--- config.mk ---
export PLATFORM = sky130hd
export DESIGN_NAME = klt_ctrl
export DESIGN_NICKNAME = d
export VERILOG_FILES = /design/src/hdl/klt_pkg.sv /design/src/hdl/klt_ctrl.sv
export VERILOG_INCLUDE_DIRS = /design/src /design/src/hdl
export SDC_FILE = /design/constraint.sdc
export NUM_CORES = 1
export LEC_CHECK = 0
export ABC_AREA = 1
export BUFFER_PORTS_ARGS = -buffer_cell sky130_fd_sc_hd__buf_2
export CORE_ASPECT_RATIO = 1.75
export CORE_UTILIZATION = 42
export CTS_BUF_LIST = sky130_fd_sc_hd__clkbuf_2 sky130_fd_sc_hd__clkbuf_4 sky130_fd_sc_hd__clkbuf_8
export CTS_CLUSTER_SIZE = 40
export DETAILED_ROUTE_END_ITERATION = 16
export PLACE_DENSITY = 0.7
export SLEW_MARGIN = 30
export SYNTH_ARGS = -nofsm -noshare
export SYNTH_HDL_FRONTEND = slang
export SYNTH_SLANG_ARGS = --single-unit
--- constraint.sdc ---
create_clock -name clk -period 1.8 [get_ports clk]
set_input_delay 0.09 -clock clk [delete_from_list [all_inputs] [get_ports clk]]
set_output_delay 0.09 -clock clk [all_outputs]
set_load 0.01 [all_outputs]
--- src/hdl/kelly_lochbaum_tube_filter_top_defines.svh ---
// Assertion helpers for the lattice filter controller.
// Each macro expects clk and rst_n to be visible where it is used.
`ifndef KELLY_LOCHBAUM_TUBE_FILTER_TOP_DEFINES_SVH
`define KELLY_LOCHBAUM_TUBE_FILTER_TOP_DEFINES_SVH

// The condition implies the property in the same cycle.
`define KLT_ASSERT_IMPL(label, cond, prop) \
    label: assert property (@(posedge clk) disable iff (!rst_n) (cond) |-> (prop)) \
        else $error("klt: same-cycle check failed");

// The condition implies the property in the next cycle.
`define KLT_ASSERT_NEXT(label, cond, prop) \
    label: assert property (@(posedge clk) disable iff (!rst_n) (cond) |=> (prop)) \
        else $error("klt: next-cycle check failed");

`endif

--- src/hdl/klt_pkg.sv ---
package klt_pkg;

    localparam int FUNC_W = 2;
    localparam int SMP_W  = 24;
    localparam int GAIN_W = 16;
    localparam int NJ_W   = 5;
    localparam int RAD_W  = 16;
    localparam int K_W    = 18;
    localparam int X_W    = 44;
    localparam int Y_W    = 19;
    localparam int P_W    = X_W + Y_W;
    localparam int SQ_W   = 2 * RAD_W;
    localparam int DEN_W  = SQ_W + 1;
    localparam int REM_W  = DEN_W + 1;
    localparam int DIV_STEPS = 17;
    localparam int DCNT_W = 5;

    localparam logic [FUNC_W-1:0] FUNC_SAMPLE = 2'd0;
    localparam logic [FUNC_W-1:0] FUNC_RADIUS = 2'd1;
    localparam logic [FUNC_W-1:0] FUNC_CLEAR  = 2'd2;
    localparam logic [FUNC_W-1:0] FUNC_NONE   = 2'd3;

    localparam logic [RAD_W-1:0] RAD_ONE = 16'd256;
    localparam logic signed [Y_W-1:0] ONE_Q16 = 19'sd65536;
    localparam logic [NJ_W-1:0] NJ_RESET = 5'd16;

    typedef enum logic [1:0] {
        SC_FWD  = 2'd0,
        SC_BWD  = 2'd1,
        SC_LAST = 2'd2
    } sc_kind_t;

    typedef enum logic [2:0] {
        MS_A_GA    = 3'd0,
        MS_B_GB    = 3'd1,
        MS_ACC_DMP = 3'd2,
        MS_SQ_A    = 3'd3,
        MS_SQ_B    = 3'd4
    } mul_src_t;

    typedef struct packed {
        logic     sweep_we;
        logic     sweep_init;
        logic     ld_sample;
        logic     ld_radius;
        logic     lat_wave;
        logic     mul_en;
        mul_src_t mul_src;
        sc_kind_t kind;
        logic     acc_load;
        logic     acc_add;
        logic     wr_fn;
        logic     wr_fn_x;
        logic     wr_bf;
        logic     step;
        logic     out_load;
        logic     rad_wr;
        logic     rad_side;
        logic     rad_lat;
        logic     sq_lat;
        logic     div_init;
        logic     div_step;
        logic     k_wr;
    } klt_cmd_t;

    typedef struct packed {
        logic out_full;
        logic idx_zero;
        logic idx_top;
    } klt_status_t;

    // Round half up after a right shift by 30, then saturate to 24 bits.
    function automatic logic signed [SMP_W-1:0] sat_round30(input logic signed [P_W-1:0] p);
        logic signed [P_W:0]  t;
        logic signed [P_W-30:0] s;
        t = (P_W+1)'(p) + (P_W+1)'(64'sd536870912);
        s = t[P_W:30];
        if (s > (P_W-29)'(64'sd8388607)) begin
            return 24'sh7FFFFF;
        end else if (s < (P_W-29)'(-64'sd8388608)) begin
            return 24'sh800000;
        end
        return s[SMP_W-1:0];
    endfunction

endpackage

--- src/hdl/klt_ctrl.sv ---
`include "kelly_lochbaum_tube_filter_top_defines.svh"

module klt_ctrl import klt_pkg::*; #(
    parameter int MAX_JUNCTIONS = 16,
    localparam int JW = $clog2(MAX_JUNCTIONS),
    localparam int RW = $clog2(MAX_JUNCTIONS + 1)
) (
    input  logic              clk,
    input  logic              rst_n,
    input  logic              cfg_wr_en,
    input  logic [NJ_W-1:0]   cfg_wr_data,
    input  logic              in_valid,
    output logic              in_ready,
    input  logic [FUNC_W-1:0] func,
    input  logic              out_ready,
    input  klt_status_t       status,
    output klt_cmd_t          cmd,
    output logic [JW-1:0]     j,
    output logic [RW-1:0]     sweep_addr,
    output logic [RW-1:0]     nj
);

    localparam int CW = (RW > NJ_W) ? RW : NJ_W;

    typedef enum logic [17:0] {
        ST_SWEEP   = 18'b000000000000000001,
        ST_IDLE    = 18'b000000000000000010,
        ST_P_RD    = 18'b000000000000000100,
        ST_P_LAT   = 18'b000000000000001000,
        ST_P_WRX   = 18'b000000000000010000,
        ST_M1      = 18'b000000000000100000,
        ST_M2      = 18'b000000000001000000,
        ST_ACC     = 18'b000000000010000000,
        ST_M3      = 18'b000000000100000000,
        ST_WR      = 18'b000000001000000000,
        ST_R_WR    = 18'b000000010000000000,
        ST_R_RD    = 18'b000000100000000000,
        ST_R_LAT   = 18'b000001000000000000,
        ST_R_SQA   = 18'b000010000000000000,
        ST_R_SQB   = 18'b000100000000000000,
        ST_R_DINIT = 18'b001000000000000000,
        ST_R_DIV   = 18'b010000000000000000,
        ST_R_KWR   = 18'b100000000000000000
    } state_t;

    state_t state_reg, state_next;
    logic [JW-1:0] j_reg, j_next;
    logic [RW-1:0] sweep_reg, sweep_next;
    logic init_reg, init_next;
    sc_kind_t kind_reg, kind_next;
    logic side_reg, side_next;
    logic [DCNT_W-1:0] dcnt_reg, dcnt_next;
    logic [NJ_W-1:0] njcfg_reg, njcfg_next;

    logic [CW-1:0] njc;
    logic [RW-1:0] nj_eff;
    logic [RW-1:0] sweep_last;
    logic j_last;
    logic out_free;
    logic in_accept;
    logic sample_busy;

    // Active junctions, held to the range the lattice supports.
    assign njc = CW'(njcfg_reg);
    always_comb
    begin
        priority if (njc < CW'(2))
        begin
            nj_eff = RW'(2);
        end
        else if (njc > CW'(MAX_JUNCTIONS))
        begin
            nj_eff = RW'(MAX_JUNCTIONS);
        end
        else
        begin
            nj_eff = RW'(njc);
        end
    end

    assign nj         = nj_eff;
    assign j          = j_reg;
    assign sweep_addr = sweep_reg;
    assign in_ready   = (state_reg == ST_IDLE);
    assign in_accept  = in_valid && in_ready;
    assign j_last     = ((RW'(j_reg) + RW'(1)) == nj_eff);
    assign out_free   = !status.out_full || out_ready;
    assign sweep_last = init_reg ? RW'(MAX_JUNCTIONS) : RW'(MAX_JUNCTIONS - 1);
    assign njcfg_next = cfg_wr_en ? cfg_wr_data : njcfg_reg;

    always_comb
    begin
        state_next = state_reg;
        j_next     = j_reg;
        sweep_next = sweep_reg;
        init_next  = init_reg;
        kind_next  = kind_reg;
        side_next  = side_reg;
        dcnt_next  = dcnt_reg;
        cmd          = '0;
        cmd.kind     = kind_reg;
        cmd.mul_src  = MS_A_GA;
        cmd.rad_side = side_reg;

        unique case (state_reg)
            ST_SWEEP:
            begin
                cmd.sweep_we   = 1'b1;
                cmd.sweep_init = init_reg;
                if (sweep_reg == sweep_last)
                begin
                    state_next = ST_IDLE;
                end
                else
                begin
                    sweep_next = RW'(sweep_reg + RW'(1));
                end
            end
            ST_IDLE:
            begin
                if (in_valid)
                begin
                    unique case (func)
                        FUNC_SAMPLE:
                        begin
                            cmd.ld_sample = 1'b1;
                            j_next        = '0;
                            state_next    = ST_P_RD;
                        end
                        FUNC_RADIUS:
                        begin
                            cmd.ld_radius = 1'b1;
                            state_next    = ST_R_WR;
                        end
                        FUNC_CLEAR:
                        begin
                            sweep_next = '0;
                            init_next  = 1'b0;
                            state_next = ST_SWEEP;
                        end
                        FUNC_NONE:
                        begin
                            state_next = ST_IDLE;
                        end
                        default:
                        begin
                            state_next = ST_IDLE;
                        end
                    endcase
                end
            end
            ST_P_RD:
            begin
                state_next = ST_P_LAT;
            end
            ST_P_LAT:
            begin
                cmd.lat_wave = 1'b1;
                priority if (j_reg == '0)
                begin
                    state_next = ST_P_WRX;
                end
                else if (j_last)
                begin
                    kind_next  = SC_LAST;
                    state_next = ST_M1;
                end
                else
                begin
                    kind_next  = SC_FWD;
                    state_next = ST_M1;
                end
            end
            ST_P_WRX:
            begin
                // The first junction passes the excitation straight through.
                cmd.wr_fn_x = 1'b1;
                kind_next   = SC_BWD;
                state_next  = ST_M1;
            end
            ST_M1:
            begin
                cmd.mul_en  = 1'b1;
                cmd.mul_src = MS_A_GA;
                state_next  = ST_M2;
            end
            ST_M2:
            begin
                cmd.mul_en   = 1'b1;
                cmd.mul_src  = MS_B_GB;
                cmd.acc_load = 1'b1;
                state_next   = ST_ACC;
            end
            ST_ACC:
            begin
                cmd.acc_add = 1'b1;
                state_next  = ST_M3;
            end
            ST_M3:
            begin
                cmd.mul_en  = 1'b1;
                cmd.mul_src = MS_ACC_DMP;
                state_next  = ST_WR;
            end
            ST_WR:
            begin
                unique case (kind_reg)
                    SC_FWD:
                    begin
                        cmd.wr_fn  = 1'b1;
                        kind_next  = SC_BWD;
                        state_next = ST_M1;
                    end
                    SC_BWD:
                    begin
                        cmd.wr_bf  = 1'b1;
                        cmd.step   = 1'b1;
                        j_next     = JW'(j_reg + JW'(1));
                        state_next = ST_P_RD;
                    end
                    SC_LAST:
                    begin
                        // Hold here until the output register can take the sample.
                        if (out_free)
                        begin
                            cmd.wr_fn    = 1'b1;
                            cmd.out_load = 1'b1;
                            state_next   = ST_IDLE;
                        end
                    end
                    default:
                    begin
                        state_next = ST_IDLE;
                    end
                endcase
            end
            ST_R_WR:
            begin
                cmd.rad_wr   = 1'b1;
                cmd.rad_side = status.idx_zero;
                side_next    = status.idx_zero;
                state_next   = ST_R_LAT;
            end
            ST_R_RD:
            begin
                state_next = ST_R_LAT;
            end
            ST_R_LAT:
            begin
                cmd.rad_lat = 1'b1;
                state_next  = ST_R_SQA;
            end
            ST_R_SQA:
            begin
                cmd.mul_en  = 1'b1;
                cmd.mul_src = MS_SQ_A;
                state_next  = ST_R_SQB;
            end
            ST_R_SQB:
            begin
                cmd.mul_en  = 1'b1;
                cmd.mul_src = MS_SQ_B;
                cmd.sq_lat  = 1'b1;
                state_next  = ST_R_DINIT;
            end
            ST_R_DINIT:
            begin
                cmd.div_init = 1'b1;
                dcnt_next    = '0;
                state_next   = ST_R_DIV;
            end
            ST_R_DIV:
            begin
                cmd.div_step = 1'b1;
                dcnt_next    = DCNT_W'(dcnt_reg + DCNT_W'(1));
                if (dcnt_reg == DCNT_W'(DIV_STEPS - 1))
                begin
                    state_next = ST_R_KWR;
                end
            end
            ST_R_KWR:
            begin
                cmd.k_wr = 1'b1;
                if (!side_reg && !status.idx_top)
                begin
                    side_next  = 1'b1;
                    state_next = ST_R_RD;
                end
                else
                begin
                    state_next = ST_IDLE;
                end
            end
            default:
            begin
                state_next = ST_IDLE;
            end
        endcase
    end

    always_ff @(posedge clk or negedge rst_n)
    begin
        if (!rst_n)
        begin
            state_reg <= ST_SWEEP;
            j_reg     <= '0;
            sweep_reg <= '0;
            init_reg  <= 1'b1;
            kind_reg  <= SC_FWD;
            side_reg  <= 1'b0;
            dcnt_reg  <= '0;
            njcfg_reg <= NJ_RESET;
        end
        else
        begin
            state_reg <= state_next;
            j_reg     <= j_next;
            sweep_reg <= sweep_next;
            init_reg  <= init_next;
            kind_reg  <= kind_next;
            side_reg  <= side_next;
            dcnt_reg  <= dcnt_next;
            njcfg_reg <= njcfg_next;
        end
    end

    assign sample_busy = (state_reg == ST_P_RD) || (state_reg == ST_P_LAT) ||
                         (state_reg == ST_P_WRX) || (state_reg == ST_M1) ||
                         (state_reg == ST_M2) || (state_reg == ST_ACC) ||
                         (state_reg == ST_M3) || (state_reg == ST_WR);

    `KLT_ASSERT_IMPL(a_j_in_range, sample_busy, (RW'(j_reg) < nj_eff))
    `KLT_ASSERT_IMPL(a_out_load_free, cmd.out_load, out_free)
    `KLT_ASSERT_NEXT(a_busy_after_request, (in_accept && (func != FUNC_NONE)), !in_ready)
    `KLT_ASSERT_IMPL(a_div_count, (state_reg == ST_R_DIV), (dcnt_reg < DCNT_W'(DIV_STEPS)))

endmodule

==> summary.md <==
| Metric | Value |
|---|---|
| Setup TNS | -0.787 ns |
| Final worst-path cycle share | 106% |
| Worst-path clk slew | 0.09 ns |
| Avg WL per Cell | 14.3 um |
| Share of flip-flops with an asynchronous set or reset | 100% |
| Relative slew slack | 67.6% |
| Max VDD drop | 587 uV |
| Number of global-route vias before repair | 2771 |
| Pins Over Slew Limit | 0 |
| H-tree Lvls | 2 |
| Top_reg_cell synth | dfrtp_1 |
| Post-synthesis area per instance | 7.61 um2 |
| First-pass GRT wire length | 12200 um |
| Syn nets | 384 |
| Detail Route Antenna Nets | 0 |
| CTS tree | done |
| Crit. End Element | output pin |
| Final hold viol count | 1 |
| CTS sink count | 41 |
| Post-route insts no fill | 558 |
| WP data required | 1.71 ns |
| Synth top area share | 34.3% |
| Post-Route WL | 7970 um |
| Synth top area cells | dfrtp_1, inv_1, nand2_1, nor2_1, nand3_1 |
| # diodes | 0 |
| Starting DRT DRC Count | 172 |
| Min-Delay Path Depth | 3 |
| Max reg flops | 18 |
| DIE WIDTH | 63.4 um |
| Hold Slack | -0.00174 ns |
| Number of synthesized flops with an enable pin | 0 |
| Final worst slack | -0.110 ns |
| Maxcap violations | 0 |
| Worst Clk Skew | 0.0168 ns |
| PwrDens | 1090 nW/um2 |
| Post-route DRC | 0 |
| Cell Area, Synth | 2770 um2 |
| Remaining Overflow, GRT | 0 |
| Drt first pass iters | 4 |
| Worst Setup Path Type | reg2out |
| Post-DP Area | 3240 um2 |
| Status | complete, but fails checks |
| Cts bufs inserted | 5 |
| Die ar. | 6940 um2 |
| Global Route Usage Sum | 22.7% |
| Layout fillers | 528 |
| Worst path arrival time | 1.82 ns |
| Minimum period implied by the final worst setup slack | 1.91 ns |
| Synth cell count leaders | inv_1, nand2_1, nor2_1 |
| Unrepaired setup endpoints after global routing | yes |
| Pin count of the biggest net entering global routing | 24 |
| Layout Area Growth over Synthesis | 43.7% |
| Setup violations, final | 13 |
| Final Util | 63.4% |
| Crit start category | register |
| Netlist cell types | 40 |
| CTS Buffer Depth | 2 |
| Slew @ Worst Pin | 0.486 ns |
| Clock root buffer | clkbuf_8 |
| DR vias/cell | 5.09 |
| Layout Nets | 497 |
| Initial antenna violation count | 0 |
| Layout cells sized above 1 | 43.1% |
| GP Congestion | 1.01 |
| Core Region | 6280 um2 |
| Count of warnings emitted by yosys | 0 |
| Cell taking the most area after synthesis | dfrtp_1 |
| Top-count cell post-synth | inv_1 |
| Hold crit path type | in2reg |
| Cells after DPL | 511 |
| Final instance area | 3980 um2 |
| Initial Utilization | 44.1% |
| Die height | 109 um |
| Port bufs | 54 |
| FMAX | 524 MHz |
| Failing checks | negative hold slack, negative setup slack |
| I/O pin count | 55 |
| P_leak | 2.16 nW |
| Yosys reg bits | 41 |
| Num rows | 38 |
| Clk_lat worst skew | 0.31 ns |
| Crit path max fanout | 6 |
| R2R depth | 12 |
| Detailed placement HPWL | 5640 um |
| Sequential element share of the synthesized area | 37.2% |
| Via count | 2842 |
| Gate Count Post-Synth | 364 |
-- placed cells by master (no fill, tap or decap), drive strengths merged, types with 8 or more instances in the layout --
cell type and n:
nand3 36, buf 109, nand4 8, o21ai 22, dfrtp 38, inv 64
xor2 10, nand2 69, a21oi 8, nor2 70
-- worst max-delay path, stage by stage (launching register included) --
cell,delay [ns]
dfrtp_1,0.45
nor2_2,0.14
nand2_2,0.10
nor2_4,0.21
buf_6,0.15
nand2_4,0.06
nor2_4,0.11
nand2_1,0.07
o21ai_2,0.07
buf_2,0.15
-- layout make-up --
class | instances | area (um2) | share of cell area (%)
Multi-Input combinational cell | 250 | 1650 | 41.5
Timing Repair Buffer | 112 | 828 | 20.8
Sequential cell | 41 | 1030 | 25.9
Tap cell | 80 | 100 | 2.51
Inverter | 67 | 268 | 6.73
Clock buffer | 7 | 96.3 | 2.42
Clock inverter | 1 | 5.00 | 0.126
-- cell families (layout without fill, tap and decap cells) --
kind of cell,count (synthesis),in the layout,share of synthesized area (%)
xor+xnor,12,12,3.79
buf+inv,73,187,11.0
simple gates,194,194,36.7
fa+ha+maj,5,5,2.26
compound gates,38,38,8.67
flops,41,41,37.2
mux,1,1,0.406
-- final timing paths --
| check | slack, ns | start | endpoint |
|---|---|---|---|
| max | -0.11 | state_reg[1] | cmd[5] |
| min | -0.002 | cfg_wr_data[3] | njc[3] |
| max reg2reg | -0.07 | state_reg[0] | state_reg[1] |
| min reg2reg | 0.49 | init_reg | init_reg |
| max in group asynchronous | 0.96 | rst_n | njc[4] |
| min in group asynchronous | 0.27 | rst_n | state_reg[10] |
-- where the power goes --
group          internal, mW  total [mW]  leakage (nW)  switching [mW]
Sequential             1.06        1.19         0.543           0.135
Combinational          1.06        2.45          1.56            1.38
Clock                 0.347       0.694        0.0542           0.347
-- layer usage --
layer | share of wire, % | vias up | routed length [um] | global-route usage (%)
met5 | 0 | - | 0 | 0
li1 | - | 1372 | - | -
met2 | 56 | 95 | 4450 | 44.5
met4 | 3.9 | 0 | 313 | 11.7
met3 | 4.9 | 27 | 392 | 3.11
met1 | 35 | 1348 | 2820 | 22.8
-- what timing repair did --
| item | CTS | global route |
|---|---|---|
| hold endpoints to repair | 18 | 0 |
| hold buffers | 3 | 0 |
| setup buffers | 23 | 15 |
| setup endpoints to repair | 21 | 42 |
| gates resized for setup | 34 | 53 |
| pin swaps | 13 | 18 |
-- through the flow --
stage / setup slack, ns / total power [mW]
2_1_floorplan: 0.258 / 2.43
3_3_place_gp: 0.0760 / 2.88
3_5_place_dp: 0.0409 / 2.91
4_1_cts: -0.0611 / 3.98
5_1_grt: -0.182 / 4.58
6_report: -0.110 / 4.33
No activity file was read; power rests on OpenSTA's default activity.
