### src/hdl/kelly_lochbaum_tube_filter_top_defines.svh
// Assertion helpers for the lattice filter controller.
// Each macro expects clk and rst_n to be visible where it is used.
`ifndef KELLY_LOCHBAUM_TUBE_FILTER_TOP_DEFINES_SVH
`define KELLY_LOCHBAUM_TUBE_FILTER_TOP_DEFINES_SVH

// The condition implies the property in the same cycle.
`define KLT_ASSERT_IMPL(label, cond, prop) \
    label: assert property (@(posedge clk) disable iff (!rst_n) (cond) |-> (prop)) \
        else $error("klt: same-cycle check failed");

// The condition implies the property in the next cycle.
`define KLT_ASSERT_NEXT(label, cond, prop) \
    label: assert property (@(posedge clk) disable iff (!rst_n) (cond) |=> (prop)) \
        else $error("klt: next-cycle check failed");

`endif

### src/hdl/klt_pkg.sv
package klt_pkg;

    localparam int FUNC_W = 2;
    localparam int SMP_W  = 24;
    localparam int GAIN_W = 16;
    localparam int NJ_W   = 5;
    localparam int RAD_W  = 16;
    localparam int K_W    = 18;
    localparam int X_W    = 44;
    localparam int Y_W    = 19;
    localparam int P_W    = X_W + Y_W;
    localparam int SQ_W   = 2 * RAD_W;
    localparam int DEN_W  = SQ_W + 1;
    localparam int REM_W  = DEN_W + 1;
    localparam int DIV_STEPS = 17;
    localparam int DCNT_W = 5;

    localparam logic [FUNC_W-1:0] FUNC_SAMPLE = 2'd0;
    localparam logic [FUNC_W-1:0] FUNC_RADIUS = 2'd1;
    localparam logic [FUNC_W-1:0] FUNC_CLEAR  = 2'd2;
    localparam logic [FUNC_W-1:0] FUNC_NONE   = 2'd3;

    localparam logic [RAD_W-1:0] RAD_ONE = 16'd256;
    localparam logic signed [Y_W-1:0] ONE_Q16 = 19'sd65536;
    localparam logic [NJ_W-1:0] NJ_RESET = 5'd16;

    typedef enum logic [1:0] {
        SC_FWD  = 2'd0,
        SC_BWD  = 2'd1,
        SC_LAST = 2'd2
    } sc_kind_t;

    typedef enum logic [2:0] {
        MS_A_GA    = 3'd0,
        MS_B_GB    = 3'd1,
        MS_ACC_DMP = 3'd2,
        MS_SQ_A    = 3'd3,
        MS_SQ_B    = 3'd4
    } mul_src_t;

    typedef struct packed {
        logic     sweep_we;
        logic     sweep_init;
        logic     ld_sample;
        logic     ld_radius;
        logic     lat_wave;
        logic     mul_en;
        mul_src_t mul_src;
        sc_kind_t kind;
        logic     acc_load;
        logic     acc_add;
        logic     wr_fn;
        logic     wr_fn_x;
        logic     wr_bf;
        logic     step;
        logic     out_load;
        logic     rad_wr;
        logic     rad_side;
        logic     rad_lat;
        logic     sq_lat;
        logic     div_init;
        logic     div_step;
        logic     k_wr;
    } klt_cmd_t;

    typedef struct packed {
        logic out_full;
        logic idx_zero;
        logic idx_top;
    } klt_status_t;

    // Round half up after a right shift by 30, then saturate to 24 bits.
    function automatic logic signed [SMP_W-1:0] sat_round30(input logic signed [P_W-1:0] p);
        logic signed [P_W:0]  t;
        logic signed [P_W-30:0] s;
        t = (P_W+1)'(p) + (P_W+1)'(64'sd536870912);
        s = t[P_W:30];
        if (s > (P_W-29)'(64'sd8388607)) begin
            return 24'sh7FFFFF;
        end else if (s < (P_W-29)'(-64'sd8388608)) begin
            return 24'sh800000;
        end
        return s[SMP_W-1:0];
    endfunction

endpackage

### src/hdl/klt_ram.sv
module klt_ram #(
    parameter int WIDTH = 24,
    parameter int DEPTH = 16,
    localparam int AW = (DEPTH > 1) ? $clog2(DEPTH) : 1
) (
    input  logic             clk,
    input  logic             we,
    input  logic [AW-1:0]    waddr,
    input  logic [WIDTH-1:0] wdata,
    input  logic [AW-1:0]    raddr,
    output logic [WIDTH-1:0] rdata
);

    logic [WIDTH-1:0] mem [DEPTH];
    logic [WIDTH-1:0] rdata_reg;

    always_ff @(posedge clk)
    begin
        if (we)
        begin
            mem[waddr] <= wdata;
        end
        rdata_reg <= mem[raddr];
    end

    assign rdata = rdata_reg;

endmodule

### src/hdl/klt_dp.sv
module klt_dp import klt_pkg::*; #(
    parameter int MAX_JUNCTIONS = 16,
    localparam int JW = $clog2(MAX_JUNCTIONS),
    localparam int RW = $clog2(MAX_JUNCTIONS + 1)
) (
    input  logic                     clk,
    input  logic                     rst_n,
    input  klt_cmd_t                 cmd,
    output klt_status_t              status,
    input  logic [JW-1:0]            j,
    input  logic [RW-1:0]            sweep_addr,
    input  logic [RW-1:0]            nj,
    input  logic signed [SMP_W-1:0]  sample_in,
    input  logic signed [GAIN_W-1:0] damping,
    input  logic [NJ_W-1:0]          tube_index,
    input  logic [RAD_W-1:0]         radius,
    input  logic                     out_ready,
    output logic                     out_valid,
    output logic signed [SMP_W-1:0]  sample_out
);

    localparam int CW = (RW > NJ_W) ? RW : NJ_W;

    // Sample registers and per-junction carries.
    logic signed [SMP_W-1:0] xin_reg, ffp_reg, fnprev_reg, bfj_reg, fncur_reg, bfn_reg, ffc_reg;
    logic signed [GAIN_W-1:0] dmp_reg;
    logic signed [K_W-1:0] kprev_reg, kcur_reg;
    logic signed [X_W-1:0] acc_reg;
    logic signed [P_W-1:0] prod_reg;

    // Radius and division registers.
    logic [RW-1:0]    idx_reg;
    logic [RAD_W-1:0] rad_reg, other_reg;
    logic [SQ_W-1:0]  a2_reg;
    logic [DEN_W-1:0] den_reg;
    logic [REM_W-1:0] rem_reg;
    logic [DIV_STEPS-1:0] dq_reg;
    logic neg_reg, dz_reg;

    logic out_valid_reg, out_valid_next;
    logic signed [SMP_W-1:0] sample_out_reg;

    logic [SMP_W-1:0] fn_rdata, bf_rdata;
    logic [K_W-1:0]   k_rdata;
    logic [RAD_W-1:0] rad_rdata;

    logic sweep_in_range;
    logic fn_we, bf_we, k_we, rad_we;
    logic [JW-1:0] wave_waddr, k_waddr, c_idx, bf_raddr;
    logic [RW-1:0] rad_waddr, rad_raddr;
    logic [SMP_W-1:0] fn_wdata, bf_wdata;
    logic [K_W-1:0] k_wdata;
    logic [RAD_W-1:0] rad_wdata;

    logic signed [SMP_W-1:0] res, sa, sb;
    logic signed [Y_W-1:0] ga, gb, kp19, kc19;
    logic signed [X_W-1:0] mx;
    logic signed [Y_W-1:0] my;
    logic [RAD_W-1:0] ra, rb;
    logic [RW-1:0] idx_clamped;

    logic [SQ_W-1:0]  b2;
    logic [DEN_W-1:0] den_w;
    logic [SQ_W-1:0]  num_w;
    logic [SQ_W+17-1:0] dvd_w;
    logic [REM_W-1:0] remx;
    logic ge;
    logic [K_W-1:0] kmag, kval;

    assign res = sat_round30(prod_reg);
    assign sweep_in_range = (sweep_addr < RW'(MAX_JUNCTIONS));

    // Wave, coefficient and radius stores.
    assign wave_waddr = cmd.sweep_we ? sweep_addr[JW-1:0] : j;
    assign fn_we    = (cmd.sweep_we && sweep_in_range) || cmd.wr_fn || cmd.wr_fn_x;
    assign fn_wdata = cmd.sweep_we ? '0 : (cmd.wr_fn_x ? xin_reg : res);
    assign bf_we    = (cmd.sweep_we && sweep_in_range) || cmd.wr_bf;
    assign bf_wdata = cmd.sweep_we ? '0 : res;
    assign bf_raddr = JW'(j + JW'(1));

    assign c_idx   = cmd.rad_side ? idx_reg[JW-1:0] : JW'(idx_reg - RW'(1));
    assign k_we    = (cmd.sweep_we && cmd.sweep_init && sweep_in_range) || cmd.k_wr;
    assign k_waddr = cmd.sweep_we ? sweep_addr[JW-1:0] : c_idx;
    assign k_wdata = cmd.sweep_we ? '0 : kval;

    assign rad_we    = (cmd.sweep_we && cmd.sweep_init) || cmd.rad_wr;
    assign rad_waddr = cmd.sweep_we ? sweep_addr : idx_reg;
    assign rad_wdata = cmd.sweep_we ? RAD_ONE : rad_reg;
    assign rad_raddr = cmd.rad_side ? RW'(idx_reg + RW'(1)) : RW'(idx_reg - RW'(1));

    klt_ram #(.WIDTH(SMP_W), .DEPTH(MAX_JUNCTIONS)) u_fn_ram (
        .clk(clk), .we(fn_we), .waddr(wave_waddr), .wdata(fn_wdata),
        .raddr(j), .rdata(fn_rdata)
    );

    klt_ram #(.WIDTH(SMP_W), .DEPTH(MAX_JUNCTIONS)) u_bf_ram (
        .clk(clk), .we(bf_we), .waddr(wave_waddr), .wdata(bf_wdata),
        .raddr(bf_raddr), .rdata(bf_rdata)
    );

    klt_ram #(.WIDTH(K_W), .DEPTH(MAX_JUNCTIONS)) u_k_ram (
        .clk(clk), .we(k_we), .waddr(k_waddr), .wdata(k_wdata),
        .raddr(j), .rdata(k_rdata)
    );

    klt_ram #(.WIDTH(RAD_W), .DEPTH(MAX_JUNCTIONS + 1)) u_rad_ram (
        .clk(clk), .we(rad_we), .waddr(rad_waddr), .wdata(rad_wdata),
        .raddr(rad_raddr), .rdata(rad_rdata)
    );

    // Scatter operands for the three junction terms.
    assign kp19 = Y_W'(kprev_reg);
    assign kc19 = Y_W'(kcur_reg);

    always_comb
    begin
        unique case (cmd.kind)
            SC_FWD:
            begin
                sa = ffp_reg;  ga = ONE_Q16 - kp19;
                sb = bfj_reg;  gb = -kp19;
            end
            SC_BWD:
            begin
                sa = bfn_reg;  ga = ONE_Q16 + kc19;
                sb = ffc_reg;  gb = kc19;
            end
            SC_LAST:
            begin
                sa = ffp_reg;  ga = ONE_Q16 - kc19;
                sb = '0;       gb = '0;
            end
            default:
            begin
                sa = '0;       ga = '0;
                sb = '0;       gb = '0;
            end
        endcase
    end

    assign ra = cmd.rad_side ? rad_reg : other_reg;
    assign rb = cmd.rad_side ? other_reg : rad_reg;

    always_comb
    begin
        unique case (cmd.mul_src)
            MS_A_GA:    begin mx = X_W'(sa);                 my = ga; end
            MS_B_GB:    begin mx = X_W'(sb);                 my = gb; end
            MS_ACC_DMP: begin mx = acc_reg;                  my = Y_W'(dmp_reg); end
            MS_SQ_A:    begin mx = $signed(X_W'(ra));        my = $signed(Y_W'(ra)); end
            MS_SQ_B:    begin mx = $signed(X_W'(rb));        my = $signed(Y_W'(rb)); end
            default:    begin mx = '0;                       my = '0; end
        endcase
    end

    // Reflection coefficient: round((a2 - b2) * 2^16 / (a2 + b2)) by restoring division.
    assign b2    = prod_reg[SQ_W-1:0];
    assign den_w = DEN_W'(a2_reg) + DEN_W'(b2);
    assign num_w = (a2_reg >= b2) ? (a2_reg - b2) : (b2 - a2_reg);
    assign dvd_w = {num_w, 16'b0} + (SQ_W+17)'(den_w >> 1);
    assign remx  = {rem_reg[REM_W-2:0], dq_reg[DIV_STEPS-1]};
    assign ge    = (remx >= REM_W'(den_reg));
    assign kmag  = K_W'(dq_reg);
    assign kval  = dz_reg ? '0 : (neg_reg ? K_W'(-kmag) : kmag);

    assign idx_clamped = (CW'(tube_index) > CW'(nj)) ? nj : RW'(tube_index);

    always_ff @(posedge clk)
    begin
        if (cmd.ld_sample)
        begin
            xin_reg <= sample_in;
            dmp_reg <= damping;
        end
        if (cmd.lat_wave)
        begin
            fncur_reg <= $signed(fn_rdata);
            bfn_reg   <= $signed(bf_rdata);
            kcur_reg  <= $signed(k_rdata);
            ffc_reg   <= (j == '0) ? xin_reg : fnprev_reg;
        end
        if (cmd.step)
        begin
            fnprev_reg <= fncur_reg;
            ffp_reg    <= ffc_reg;
            bfj_reg    <= bfn_reg;
            kprev_reg  <= kcur_reg;
        end
        if (cmd.mul_en)
        begin
            prod_reg <= mx * my;
        end
        if (cmd.acc_load)
        begin
            acc_reg <= $signed(prod_reg[X_W-1:0]);
        end
        else if (cmd.acc_add)
        begin
            acc_reg <= acc_reg + $signed(prod_reg[X_W-1:0]);
        end
        if (cmd.ld_radius)
        begin
            idx_reg <= idx_clamped;
            rad_reg <= radius;
        end
        if (cmd.rad_lat)
        begin
            other_reg <= rad_rdata;
        end
        if (cmd.sq_lat)
        begin
            a2_reg <= prod_reg[SQ_W-1:0];
        end
        if (cmd.div_init)
        begin
            den_reg <= den_w;
            neg_reg <= (a2_reg < b2);
            dz_reg  <= (den_w == '0);
            rem_reg <= REM_W'(dvd_w[SQ_W+16:17]);
            dq_reg  <= dvd_w[DIV_STEPS-1:0];
        end
        else if (cmd.div_step)
        begin
            rem_reg <= ge ? (remx - REM_W'(den_reg)) : remx;
            dq_reg  <= {dq_reg[DIV_STEPS-2:0], ge};
        end
        if (cmd.out_load)
        begin
            sample_out_reg <= res;
        end
    end

    always_comb
    begin
        out_valid_next = out_valid_reg;
        if (cmd.out_load)
        begin
            out_valid_next = 1'b1;
        end
        else if (out_ready)
        begin
            out_valid_next = 1'b0;
        end
    end

    always_ff @(posedge clk or negedge rst_n)
    begin
        if (!rst_n)
        begin
            out_valid_reg <= 1'b0;
        end
        else
        begin
            out_valid_reg <= out_valid_next;
        end
    end

    assign out_valid  = out_valid_reg;
    assign sample_out = sample_out_reg;

    assign status.out_full = out_valid_reg;
    assign status.idx_zero = (idx_reg == '0);
    assign status.idx_top  = (idx_reg == RW'(MAX_JUNCTIONS));

endmodule

### config.mk
export PLATFORM = sky130hd
export DESIGN_NAME = klt_dp
export DESIGN_NICKNAME = d
export VERILOG_FILES = /design/src/hdl/kelly_lochbaum_tube_filter_top_defines.svh /design/src/hdl/klt_pkg.sv /design/src/hdl/klt_ram.sv /design/src/hdl/klt_dp.sv
export SDC_FILE = /design/constraint.sdc
export NUM_CORES = 2
export LEC_CHECK = 0
export ABC_AREA = 1
export BUFFER_PORTS_ARGS = -buffer_cell sky130_fd_sc_hd__clkbuf_2
export CELL_PAD_IN_SITES_DETAIL_PLACEMENT = 1
export CELL_PAD_IN_SITES_GLOBAL_PLACEMENT = 1
export CORE_UTILIZATION = 35
export CTS_BUF_LIST = sky130_fd_sc_hd__clkbuf_2
export DETAILED_ROUTE_END_ITERATION = 10
export PLACE_DENSITY_LB_ADDON = 0.12
export SLEW_MARGIN = 5
export SYNTH_ARGS = -nofsm -noshare
export SYNTH_HDL_FRONTEND = slang
export SYNTH_SLANG_ARGS = --single-unit
export TNS_END_PERCENT = 5
### constraint.sdc
create_clock -name clk -period 8.15 [get_ports clk]
set_input_delay 0 -clock clk [delete_from_list [all_inputs] [get_ports clk]]
set_output_delay 0 -clock clk [all_outputs]
set_load 0.01 [all_outputs]
==> metrics.md <==
| Metric | Value |
|---|---|
| Outcome | `finished with violations` |
| Failing checks | `negative setup slack` |
| Via-per-instance ratio | `5.23` |
| Ports | `131` |
| HPWL Detailed | `317 mm` |
| Max-cap violation count | `0` |
| Largest net degree at the start of global routing | `193` |
| HP Class | `in2reg` |
| Critical Path Fanout Max | `6` |
| Post-Syn Area | `0.116 sq mm` |
| Critical Path Most Common Cell | `fa_1` |
| Initial DRC count | `5,990` |
| Post-Place Setup Slack | `-1.14 ns` |
| Worst r2r dst | `prod_reg[57]$_DFFE_PP_` |
| Design Area, Final | `0.140 sq mm` |
| Full die area | `0.333 sq mm` |
| Worst-path cell with the longest stage delay | `fa_1` |
| CP max stage delay | `0.58 ns` |
| CTS max path bufs | `4` |
| Synth Flop Type | `edfxtp_1` |
| Fillers | `36,753` |
| FF-to-FF setup slack | `-0.09 ns` |
| Min Clock Period, post-route | `8.24 ns` |
| Element type at the critical path start | `flip-flop` |
| PortBufs | `130` |
| CTS H-tree lvls | `6` |
| TritonCTS clock tree | `yes` |
| Peak supply drop | `0.286 mV` |
| Grt ovf | `0` |
| Crit path kind | `reg2reg` |
| Total power | `44,100 uW` |
| Row count | `210` |
| Max-slew violation total from the final report | `0` |
| Regs by FF count | `u_bf_ram.mem (384), u_fn_ram.mem (384), u_k_ram.mem (288)` |
| Fraction of layout cells with a size suffix above 1 | `18.6%` |
| Worst EP arrival | `10.03 ns` |
| Hold Crit Depth | `14` |
| Final hold slack | `0.306 ns` |
| Hold Vio Cnt, Final | `0` |
| Worst Skew | `0.208 ns` |
| Total Wirelength | `452 mm` |
| TritonRoute pass-1 iters | `7` |
| Max Clk Rate | `121 MHz` |
| RSZ-0062 raised after global routing | `yes` |
| Worst r2r src | `kcur_reg[0]$_DFFE_PP_` |
| Transition time of the tightest slew-check pin | `1.35 ns` |
| Final worst-path cycle share | `101%` |
| Hold Crit Start | `cmd[15]` |
| Clock Latency Late Sink | `2.06 ns` |
| DRC Markers | `0` |
| GPL Wtd Cong | `0.943` |
| CP required | `9.94 ns` |
| Hold endpoint | `prod_reg[3]$_DFFE_PP_` |
| Final setup TNS | `-0.491 ns` |
| Syn Nets | `12,746` |
| Clock-pin slew on the worst setup and hold paths | `0.09 ns` |
| FF-to-FF path depth | `45` |
| Initial antenna violation count | `24` |
| Die extent in x | `577 microns` |
| Post-synth EDFFs | `1,832` |
| Final setup margin | `-0.0891 ns` |
| Post-synthesis instance total | `11,476` |
| CTS Buf Count | `528` |
| Routed WL per cell | `25.5 microns` |
| Slew HR | `9.95%` |
| Power density cells | `316 mW/mm^2` |
| Chip height | `577 microns` |
| Total GRT Usage | `26.8%` |
| P&R area growth vs syn | `20.5%` |
| CP Capture Type | `flip-flop` |
| Synth unique cells | `64` |
| Clock Tree Root | `clkbuf_2` |
| Nets@finish | `14,249` |
| Vias in the first global route | `99,128` |
| CTS sink count | `1,916` |
| Starting Density | `35.3%` |
| Routed Antenna Nets | `0` |
| FFs w/ async S/R, synth | `0.0522%` |
| Leakage | `0.0578 uW` |
| Core Region | `0.328 sq mm` |
| Seq/Total Area, Yosys | `48.9%` |
| Placed inst area | `0.127 sq mm` |
| Synth Warn # | `0` |
| Global-route wire length before repair | `659 mm` |
| Avg Synthesized Cell Area | `10.1 sq um` |
| Yosys reg bits | `1,916` |
| Via count | `92,802` |
| Final setup vio count | `8` |
==> cells in the final DEF (no fill, tap or decap), types with 59 or more instances in the layout <==
master,n
nand2_1,2125
edfxtp_1,1832
inv_1,1505
nor2_1,1073
clkbuf_2,895
buf_4,850
o21ai_0,787
fa_1,772
a21oi_1,577
dlygate4sd3_1,419
nand3_1,342
ha_1,309
o221ai_1,117
o22ai_1,114
xor2_1,110
clkinv_1,94
or2_2,94
o211ai_1,92
dfxtp_1,83
a22o_1,76
nor2_4,71
nand4_1,61
nor3_1,61
buf_12,59
==> report_power, final <==
group / internal, uW / total, uW / switching [uW]
sequential: 12600 / 13400 / 761
clock: 3010 / 7450 / 4440
combinational: 8140 / 23300 / 15200
total: 23800 / 44100 / 20400
==> per-stage QoR <==
| stage | utilization (%) | instances |
|---|---|---|
| 5_1_grt | 42.5 | 17742 |
| 3_5_place_dp | 38.8 | 16303 |
| 3_3_place_gp | 38.8 | 16303 |
| 4_1_cts | 42.1 | 17711 |
| 6_report | 42.5 | 17748 |
| 2_1_floorplan | - | 11476 |
==> cell families after synthesis <==
family,count (synthesis),synth area share (%)
simple gates,4004,14.0
compound gates,2079,10.5
buf+inv,2066,6.88
flops,1916,48.9
fa+ha+maj,1167,17.8
xor+xnor,169,1.28
mux,75,0.674
==> critical path: cells and delay by family, from the launching register on <==
kind	cells	cell delay, ns
adder cells (fa/ha/maj)	9	3.74
XOR/XNOR	1	0.13
AND/OR/NAND/NOR	19	1.88
flip-flops	1	0.44
buffers and inverters	11	1.23
AO/OA/AOI/OAI	5	0.59
==> layout make-up <==
class,instances,area [sq um],share of cell area [%]
Sequential cell,1916,56700,40.6
Multi-Input combinational cell,7494,53500,38.3
Timing Repair Buffer,1487,13000,9.31
Inverter,1552,5850,4.19
Tap cell,4346,5440,3.90
Clock buffer,774,3870,2.78
Clock inverter,165,1180,0.848
Antenna cell,14,35.0,0.0251
==> how the worst max path moves through the flow <==
stage,start,endpoint,cells past startpoint,slack (ns)
after global placement,kprev_reg[0]$_DFFE_PP_,prod_reg[57]$_DFFE_PP_,43,-1.13
after floorplan,kprev_reg[0]$_DFFE_PP_,prod_reg[59]$_DFFE_PP_,44,0.37
after CTS,kcur_reg[0]$_DFFE_PP_,prod_reg[61]$_DFFE_PP_,43,-0.22
after detailed placement,kprev_reg[0]$_DFFE_PP_,prod_reg[57]$_DFFE_PP_,43,-1.14
final,kcur_reg[0]$_DFFE_PP_,prod_reg[57]$_DFFE_PP_,45,-0.09
after global routing,kcur_reg[0]$_DFFE_PP_,prod_reg[57]$_DFFE_PP_,45,-0.43
==> what timing repair did <==
item / 4_1_cts / 5_1_grt
endpoints found under the hold margin: 3429 / 0
hold buffers: 429 / 0
endpoints found under the setup margin: 34 / 43
pin swaps: 40 / 105
gates cloned: 4 / 3
gates resized for setup: 182 / 259
buffers inserted: 36 / 26
==> cells in the mapped netlist, types with 76 or more instances <==
cell type	count	share of area, %
a21oi_1	627	2.7
a22o_1	76	0.57
buf_2	88	0.38
clkbuf_1	375	1.2
dfxtp_1	83	1.4
edfxtp_1	1832	47
fa_1	800	14
ha_1	367	4.0
inv_1	1533	5.0
nand2_1	2172	7.0
nand3_1	355	1.5
nor2_1	1171	3.8
nor3_1	84	0.36
o211ai_1	92	0.60
o21ai_0	815	3.5
o221ai_1	119	0.90
o22ai_1	115	0.62
or2_2	94	0.51
xor2_1	115	0.87
==> per-layer routing <==
layer  up-vias  routed length, microns  track usage [%]
met4         8                   15400             9.04
li1      41744                       -                -
met1     47849                  195000             35.2
met2      2498                  216000             44.9
met3       703                   24900             4.29
met5         -                      54                0
Power figures use the tool's default switching activity.
